[src/design/srsa_pkg.sv]
`timescale 1ns / 1ps
`default_nettype none
// ----------------------------------------------------------------------------
// srsa_pkg
// Shared codes, widths and state type for the sample rate step adjuster.
// ----------------------------------------------------------------------------
package srsa_pkg;

    localparam int OP_W     = 3;
    localparam int MODE_W   = 4;
    localparam int BYTE_W   = 8;
    localparam int PERIOD_W = 19;

    // Step requests
    localparam logic [OP_W-1:0] OP_NONE = 3'd0;
    localparam logic [OP_W-1:0] OP_CINC = 3'd1;
    localparam logic [OP_W-1:0] OP_FINC = 3'd2;
    localparam logic [OP_W-1:0] OP_CDEC = 3'd3;
    localparam logic [OP_W-1:0] OP_FDEC = 3'd4;
    localparam logic [OP_W-1:0] OP_LOAD = 3'd5;

    // Sampling modes; codes above M_250K are carried through untouched
    localparam logic [MODE_W-1:0] M_DELAY = 4'd0;
    localparam logic [MODE_W-1:0] M_XY    = 4'd1;
    localparam logic [MODE_W-1:0] M_1M    = 4'd2;
    localparam logic [MODE_W-1:0] M_833K  = 4'd3;
    localparam logic [MODE_W-1:0] M_625K  = 4'd4;
    localparam logic [MODE_W-1:0] M_417K  = 4'd5;
    localparam logic [MODE_W-1:0] M_250K  = 4'd6;

    // Fixed-rate periods and delay-mode offsets, in device ticks
    localparam logic [PERIOD_W-1:0] P_1M      = 19'd5;
    localparam logic [PERIOD_W-1:0] P_833K    = 19'd6;
    localparam logic [PERIOD_W-1:0] P_625K    = 19'd8;
    localparam logic [PERIOD_W-1:0] P_417K    = 19'd12;
    localparam logic [PERIOD_W-1:0] P_250K    = 19'd20;
    localparam logic [PERIOD_W-1:0] P_BASE    = 19'd5;
    localparam logic [PERIOD_W-1:0] P_DLY_ADD = 19'd14;
    localparam logic [PERIOD_W-1:0] P_XY_ADD  = 19'd21;

    localparam logic [BYTE_W-1:0] BYTE_MAX   = 8'd255;
    localparam logic [BYTE_W-1:0] COARSE_LIM = 8'd128;

    typedef struct packed {
        logic [MODE_W-1:0] mode;
        logic [BYTE_W-1:0] high;
        logic [BYTE_W-1:0] low;
    } t_state;

    localparam t_state STATE_RESET = '{mode: M_DELAY, high: 8'd0, low: 8'd1};

endpackage
`default_nettype wire

[src/design/srsa_step.sv]
`timescale 1ns / 1ps
`default_nettype none
// ----------------------------------------------------------------------------
// srsa_step
// Next-state logic: applies one step request to mode and delay bytes.
// ----------------------------------------------------------------------------
module srsa_step (
    input  var srsa_pkg::t_state                 i_state,
    input  wire logic [srsa_pkg::OP_W-1:0]       i_opcode,
    input  wire logic [srsa_pkg::MODE_W-1:0]     i_load_mode,
    input  wire logic [srsa_pkg::BYTE_W-1:0]     i_load_high,
    input  wire logic [srsa_pkg::BYTE_W-1:0]     i_load_low,
    output var srsa_pkg::t_state                 o_state
);
    import srsa_pkg::*;

    logic [BYTE_W-1:0] w_inc_low;
    logic              w_coarse;
    t_state            w_inc;
    t_state            w_dec;

    assign w_inc_low = (i_opcode == OP_CINC) ? (i_state.low >> 1) : (i_state.low - 8'd1);
    assign w_coarse  = (i_opcode == OP_CDEC);

    // Increase: shorter delay, then step up through the fixed rates
    always_comb begin
        w_inc = i_state;
        case (i_state.mode)
            M_DELAY: begin
                w_inc.low = w_inc_low;
                if (w_inc_low == '0) begin
                    w_inc.low = BYTE_MAX;
                    if (i_state.high == '0) begin
                        w_inc.mode = M_250K;
                    end else begin
                        w_inc.high = i_state.high - 8'd1;
                    end
                end
            end
            M_XY: begin
                w_inc.low = w_inc_low;
                if (w_inc_low == '0) begin
                    // saturate at the shortest delay
                    if (i_state.high == '0) begin
                        w_inc.low = 8'd1;
                    end else begin
                        w_inc.low  = BYTE_MAX;
                        w_inc.high = i_state.high - 8'd1;
                    end
                end
            end
            M_833K: w_inc.mode = M_1M;
            M_625K: w_inc.mode = M_833K;
            M_417K: w_inc.mode = M_625K;
            M_250K: begin
                w_inc.mode = M_417K;
                w_inc.high = 8'd0;
                w_inc.low  = 8'd1;
            end
            default: w_inc = i_state;
        endcase
    end

    // Decrease: longer delay, fixed rates step down into delay mode
    always_comb begin
        w_dec = i_state;
        case (i_state.mode)
            M_DELAY, M_XY: begin
                if (w_coarse && i_state.low < COARSE_LIM) begin
                    w_dec.low = {i_state.low[BYTE_W-2:0], 1'b0};
                end else if (!w_coarse && i_state.low != BYTE_MAX) begin
                    w_dec.low = i_state.low + 8'd1;
                end else begin
                    w_dec.low = 8'd1;
                    if (i_state.high != BYTE_MAX) begin
                        w_dec.high = i_state.high + 8'd1;
                    end
                end
            end
            M_1M:   w_dec.mode = M_833K;
            M_833K: w_dec.mode = M_625K;
            M_625K: w_dec.mode = M_417K;
            M_417K: w_dec.mode = M_250K;
            M_250K: begin
                w_dec.mode = M_DELAY;
                w_dec.high = 8'd0;
                w_dec.low  = 8'd1;
            end
            default: w_dec = i_state;
        endcase
    end

    always_comb begin
        case (i_opcode)
            OP_CINC, OP_FINC: o_state = w_inc;
            OP_CDEC, OP_FDEC: o_state = w_dec;
            OP_LOAD: begin
                o_state.mode = i_load_mode;
                o_state.high = i_load_high;
                o_state.low  = i_load_low;
            end
            default: o_state = i_state;
        endcase
    end

endmodule
`default_nettype wire

[src/design/srsa_period.sv]
`timescale 1ns / 1ps
`default_nettype none
// ----------------------------------------------------------------------------
// srsa_period
// Sample period in device ticks for a given mode and delay pair.
// ----------------------------------------------------------------------------
module srsa_period (
    input  var srsa_pkg::t_state                 i_state,
    output logic [srsa_pkg::PERIOD_W-1:0]        o_period_ticks,
    output logic                                 o_mode_known
);
    import srsa_pkg::*;

    logic [BYTE_W-1:0]   w_hp;
    logic [BYTE_W:0]     w_hp_inc;
    logic [PERIOD_W-1:0] w_span;
    logic [PERIOD_W-1:0] w_hp_w;
    logic [PERIOD_W-1:0] w_base;

    // Low byte of zero counts as a full 256; high byte of zero then as 255
    assign w_hp     = (i_state.low == '0 && i_state.high == '0) ? BYTE_MAX : i_state.high;
    assign w_hp_inc = {1'b0, w_hp} + 9'd1;
    assign w_span   = (i_state.low == '0)
                    ? {2'b0, w_hp_inc, 8'd0}
                    : {3'b0, i_state.high, i_state.low};
    assign w_hp_w   = {11'd0, w_hp};

    // 5 + 7*span + 3*h; the shift by three may wrap, the difference does not
    assign w_base = P_BASE + ((w_span << 3) - w_span) + (w_hp_w << 1) + w_hp_w;

    always_comb begin
        o_mode_known = 1'b1;
        case (i_state.mode)
            M_DELAY: o_period_ticks = w_base + P_DLY_ADD;
            M_XY:    o_period_ticks = w_base + P_XY_ADD;
            M_1M:    o_period_ticks = P_1M;
            M_833K:  o_period_ticks = P_833K;
            M_625K:  o_period_ticks = P_625K;
            M_417K:  o_period_ticks = P_417K;
            M_250K:  o_period_ticks = P_250K;
            default: begin
                o_period_ticks = '0;
                o_mode_known   = 1'b0;
            end
        endcase
    end

endmodule
`default_nettype wire

[src/design/sample_rate_step_adjuster.sv]
`timescale 1ns / 1ps
`default_nettype none
// ----------------------------------------------------------------------------
// sample_rate_step_adjuster
// Steps the sampling mode and delay pair and reports the sample period.
// ----------------------------------------------------------------------------
// Every accepted request gives exactly one result, and a new request is taken
// every cycle while results drain.
// A request is held in an input register; the next-state logic and the
// period calculation (one multiply by seven as shift and subtract) sit
// between that register and the result register, and the state registers
// load in the same cycle as the result register, so back-to-back requests
// see each other's effect. Reset sets delay mode, high 0, low 1.
module sample_rate_step_adjuster (
    input  wire logic                              i_clk,
    input  wire logic                              i_rst_n,
    input  wire logic                              i_valid,
    output logic                                   o_ready,
    input  wire logic [srsa_pkg::OP_W-1:0]         i_opcode,
    input  wire logic [srsa_pkg::MODE_W-1:0]       i_load_mode,
    input  wire logic [srsa_pkg::BYTE_W-1:0]       i_load_high,
    input  wire logic [srsa_pkg::BYTE_W-1:0]       i_load_low,
    output logic                                   o_valid,
    input  wire logic                              i_ready,
    output logic [srsa_pkg::MODE_W-1:0]            o_mode_now,
    output logic [srsa_pkg::BYTE_W-1:0]            o_high_now,
    output logic [srsa_pkg::BYTE_W-1:0]            o_low_now,
    output logic [srsa_pkg::PERIOD_W-1:0]          o_period_ticks,
    output logic                                   o_mode_known
);
    import srsa_pkg::*;

    logic                r_in_valid;
    logic [OP_W-1:0]     r_in_opcode;
    logic [MODE_W-1:0]   r_in_mode;
    logic [BYTE_W-1:0]   r_in_high;
    logic [BYTE_W-1:0]   r_in_low;

    t_state              r_state;
    t_state              n_state;

    logic                r_out_valid;
    t_state              r_out_state;
    logic [PERIOD_W-1:0] r_out_period;
    logic                r_out_known;

    logic [PERIOD_W-1:0] w_period;
    logic                w_known;
    logic                w_out_free;
    logic                w_fire;

    assign w_out_free = !r_out_valid || i_ready;
    assign w_fire     = r_in_valid && w_out_free;
    assign o_ready    = !r_in_valid || w_out_free;

    srsa_step u_step (
        .i_state     (r_state),
        .i_opcode    (r_in_opcode),
        .i_load_mode (r_in_mode),
        .i_load_high (r_in_high),
        .i_load_low  (r_in_low),
        .o_state     (n_state)
    );

    srsa_period u_period (
        .i_state        (n_state),
        .o_period_ticks (w_period),
        .o_mode_known   (w_known)
    );

    // Input register
    always_ff @(posedge i_clk) begin
        if (!i_rst_n) begin
            r_in_valid <= 1'b0;
        end else if (o_ready) begin
            r_in_valid <= i_valid;
        end
        if (o_ready && i_valid) begin
            r_in_opcode <= i_opcode;
            r_in_mode   <= i_load_mode;
            r_in_high   <= i_load_high;
            r_in_low    <= i_load_low;
        end
    end

    // State and result registers advance together
    always_ff @(posedge i_clk) begin
        if (!i_rst_n) begin
            r_state     <= STATE_RESET;
            r_out_valid <= 1'b0;
        end else if (w_fire) begin
            r_state     <= n_state;
            r_out_valid <= 1'b1;
        end else if (i_ready) begin
            r_out_valid <= 1'b0;
        end
        if (w_fire) begin
            r_out_state  <= n_state;
            r_out_period <= w_period;
            r_out_known  <= w_known;
        end
    end

    assign o_valid        = r_out_valid;
    assign o_mode_now     = r_out_state.mode;
    assign o_high_now     = r_out_state.high;
    assign o_low_now      = r_out_state.low;
    assign o_period_ticks = r_out_period;
    assign o_mode_known   = r_out_known;

    a_state_holds: assert property (@(posedge i_clk) disable iff (!i_rst_n)
        !w_fire |=> $stable(r_state))
        else $error("state changed without a request");

    a_result_matches_state: assert property (@(posedge i_clk) disable iff (!i_rst_n)
        w_fire |=> (o_valid && o_mode_now == r_state.mode
                    && o_high_now == r_state.high && o_low_now == r_state.low))
        else $error("result does not match updated state");

    a_known_period: assert property (@(posedge i_clk) disable iff (!i_rst_n)
        o_valid |-> (o_mode_known == (o_period_ticks != '0)))
        else $error("mode_known disagrees with period");

    a_known_mode: assert property (@(posedge i_clk) disable iff (!i_rst_n)
        o_valid |-> (o_mode_known == (o_mode_now <= M_250K)))
        else $error("mode_known disagrees with mode code");

endmodule
`default_nettype wire

[config.mk]
export PLATFORM = sky130hd
export DESIGN_NAME = sample_rate_step_adjuster
export DESIGN_NICKNAME = d
export VERILOG_FILES = /design/src/design/srsa_pkg.sv /design/src/design/srsa_step.sv /design/src/design/srsa_period.sv /design/src/design/sample_rate_step_adjuster.sv
export SDC_FILE = /design/constraint.sdc
export NUM_CORES = 1
export LEC_CHECK = 0
export BUFFER_PORTS_ARGS = -buffer_cell sky130_fd_sc_hd__buf_2
export CORE_UTILIZATION = 30
export DETAILED_ROUTE_END_ITERATION = 7
export SLEW_MARGIN = 20
export SYNTH_ARGS = -nofsm -noshare
export SYNTH_HDL_FRONTEND = slang
export SYNTH_SLANG_ARGS = --single-unit
[constraint.sdc]
create_clock -name i_clk -period 17.6 [get_ports i_clk]
set_input_delay 5.28 -clock i_clk [delete_from_list [all_inputs] [get_ports i_clk]]
set_output_delay 5.28 -clock i_clk [all_outputs]
set_load 0.01 [all_outputs]
==> results.sh <==
export IMPL_diodes=0
export IMPL_syn_avg_cell_area_um2=8.60
export IMPL_synth_area_leaders="edfxtp_1 (25%), ha_1 (8.7%), dfxtp_1 (5.9%), nand2_1 (4.2%), xnor2_1 (4.0%)"
export IMPL_synth_nets=954
export IMPL_drtIter0Drc=632
export IMPL_fp_dieArea_mm2=0.0255
export IMPL_netlist_area_leader_share=0.254
export IMPL_slew_headroom=0.372
export IMPL_yosysSeqAreaShare=0.313
export IMPL_hold_slack_ns=0.524
export IMPL_hold_depth=1
export IMPL_htreeDepth=3
export IMPL_fin_util=0.342
export IMPL_ir_drop_uv=80.3
export IMPL_vias=6773
export IMPL_async_flop_share=0
export IMPL_cts_buffer_depth=2
export IMPL_die_h_um=160
export IMPL_fin_nets=987
export IMPL_die_w_um=160
export IMPL_antenna_found_initial=0
export IMPL_grt_max_degree=66
export IMPL_yosys_area_top_type="edfxtp_1"
export IMPL_vias_per_cell=5.51
export IMPL_clock_sinks=85
export IMPL_power_frac_clock=0.158
export IMPL_drc=0
export IMPL_rsz0062_at_grt="no"
export IMPL_grt_use_total=0.164
export IMPL_fmaxAchievable_ghz=0.0901
export IMPL_ctsResizeCount=0
export IMPL_cp_start_kind="input pin"
export IMPL_cts_buffers=9
export IMPL_clk_pin_slew_ns=0.06
export IMPL_rows=57
export IMPL_synthXorXnorAreaFrac=0.0606
export IMPL_pwr_share_comb=0.618
export IMPL_dp_hpwl_mm=15.4
export IMPL_critPathMaxFanout=4
export IMPL_final_max_slew_viol_count=0
export IMPL_arrival_ns=5.82
export IMPL_synth_commonest_cells="nand2_1 (83), nor2_1 (71), edfxtp_1 (63), a21oi_1 (57), ha_1 (52)"
export IMPL_detail_route_first_pass_iterations=5
export IMPL_p_leak_nw=3.36
export IMPL_synth_area_mm2=0.00746
export IMPL_cts_hold_fix_buffers=0
export IMPL_cts_root_buf="clkbuf_16"
export IMPL_yosysWarnings=0
export IMPL_reg2reg_setup_slack_ns=8.57
export IMPL_synthDistinctLibCells=88
export IMPL_place_gp_congestion=0.941
export IMPL_finalSetupTns_ns=0
export IMPL_synthAdderAreaFrac=0.110
export IMPL_hold_violations=0
export IMPL_synth_compound_area_frac=0.229
export IMPL_overflow=0
export IMPL_clk_latency_ns=0.35
export IMPL_finalClockSkew_ns=0.00921
export IMPL_yosysMostFrequentCell="nand2_1"
export IMPL_drive_above_1_share=0.129
export IMPL_start_util=0.307
export IMPL_ys_ff_latch=85
export IMPL_min_period_ns=11.10
export IMPL_timing_rr_end="o_period_ticks[18]$_DFFE_PP_"
export IMPL_reg2reg_depth=26
export IMPL_cap_violations=0
export IMPL_power_internal_mw=0.701
export IMPL_crit_required_ns=12.32
export IMPL_seq_power_share=0.224
export IMPL_status="complete, no violations"
export IMPL_p_sw_frac=0.440
export IMPL_period_share=0.631
export IMPL_area_growth_pct=11.6
export IMPL_worstSetupPathType="input pin to output port"
export IMPL_grt_pass1_vias=6343
export IMPL_pwr_density_cell_mw_per_mm2=151
export IMPL_grt_pass1_wl_mm=33.4
export IMPL_power_net_switching_mw=0.551
export IMPL_min_path_type="flop to flop"
export IMPL_cts_tree="built"
export IMPL_worst_pin_slew_ns=0.942
export IMPL_end_kind="output port"
export IMPL_synthMuxAreaShare=0.0126
export IMPL_post_drt_wl_per_cell_um=16.8
export IMPL_synth_edf_count=63
export IMPL_crit_start="i_ready"
export IMPL_postRouteAntennaNets=0
export IMPL_endpoint="o_ready"
export IMPL_port_buffers=68
export IMPL_core_area_mm2=0.0243
export IMPL_finalSetupViolCount=0
export IMPL_totalWireLength_mm=20.7
export IMPL_rr_startpoint="r_in_opcode[2]$_DFFE_PP_"
export IMPL_post_cts_repair_setup_buffers=0
export IMPL_synthSimpleGateAreaFrac=0.220
export IMPL_synthFlopType="edfxtp_1"
export IMPL_synth_top_family_by_area="compound AO/OA/AOI/OAI gates"
export IMPL_synthCells=867
export IMPL_io_pins=69
[registers in the layout, summed over array words and instances (netlist names)]
signal / count
o_mode_now: 4
o_low_now: 8
r_state: 20
r_in_valid: 1
r_in_opcode: 3
o_high_now: 8
o_mode_known: 1
o_valid: 1
r_in_mode: 4
o_period_ticks: 19
r_in_low: 8
r_in_high: 8
[area by class of cell]
class                   count  area, µm²
fillers                  2514      16000
repair buffers             73        378
clock buffers              10        250
inverters                  48        180
multi-input cells         683       4720
clock inverters             6       57.6
well taps                 324        405
flip-flops and latches     85       2330
[worst min-delay path by stage]
| stage | start | slack [ns] | endpoint |
|---|---|---|---|
| final | r_in_valid$_SDFFE_PN0N_ | 0.52 | o_valid$_SDFFE_PN0P_ |
| after global routing | r_in_valid$_SDFFE_PN0N_ | 0.57 | o_valid$_SDFFE_PN0P_ |
| after CTS | r_in_valid$_SDFFE_PN0N_ | 0.53 | o_valid$_SDFFE_PN0P_ |
| after detailed placement | r_in_valid$_SDFFE_PN0N_ | 0.51 | o_valid$_SDFFE_PN0P_ |
| after global placement | r_in_valid$_SDFFE_PN0N_ | 0.51 | o_valid$_SDFFE_PN0P_ |
| after floorplan | r_in_valid$_SDFFE_PN0N_ | 0.49 | o_valid$_SDFFE_PN0P_ |
[per-stage QoR]
stage	setup slack (ns)	instances	cell area, µm²	power, mW
floorplan	6.74	867	7460	0.904
detailed placement	6.50	1213	8010	1.06
global placement	6.53	1213	8010	1.05
global route	6.44	1229	8320	1.38
CTS	6.50	1229	8320	1.26
finish	6.50	1229	8320	1.25
[power by group through the flow]
stage          Sequential, mW  Combinational (mW)  Clock [mW]
4_1_cts                 0.280               0.778       0.204
2_1_floorplan           0.286               0.618           0
6_report                0.280               0.774       0.198
5_1_grt                 0.283               0.881       0.212
3_5_place_dp            0.285               0.772           0
3_3_place_gp            0.285               0.764           0
[worst max-delay path, stage by stage]
cell and delay, ns:
buf_2 0.09, nor2b_1 0.20, nand2_1 0.10, buf_2 0.14
[layout by cell type (no fill, tap or decap), drive strengths merged, types with 9 or more instances in the layout]
| master | count |
|---|---|
| a21oi | 58 |
| xor2 | 15 |
| buf | 73 |
| nand4 | 9 |
| nor4 | 9 |
| o21ai | 40 |
| clkbuf | 10 |
| inv | 53 |
| nand2b | 10 |
| and2 | 20 |
| nor3 | 26 |
| edfxtp | 63 |
| ha | 52 |
| a21o | 13 |
| xnor2 | 34 |
| o31ai | 9 |
| nor3b | 12 |
| a31oi | 13 |
| dfxtp | 22 |
| nand3 | 24 |
| and3 | 10 |
| nand2 | 83 |
| o21a | 15 |
| nor2 | 72 |
[logic make-up after synthesis]
| logic type | after synthesis |
|---|---|
| AO/OA/AOI/OAI | 245 |
| XOR/XNOR | 50 |
| adder cells (fa/ha/maj) | 61 |
| buffers and inverters | 99 |
| flip-flops | 85 |
| multiplexers | 9 |
| AND/OR/NAND/NOR | 318 |
[layer usage]
metal / share of wire / GRT usage / vias up
met1: 0.47 / 0.222 / 3231
met4: 0.026 / 0.0642 / 0
met5: 0 / 0 / -
met2: 0.46 / 0.267 / 229
li1: - / - / 3274
met3: 0.045 / 0.0190 / 39
Power figures use the tool's default switching activity.
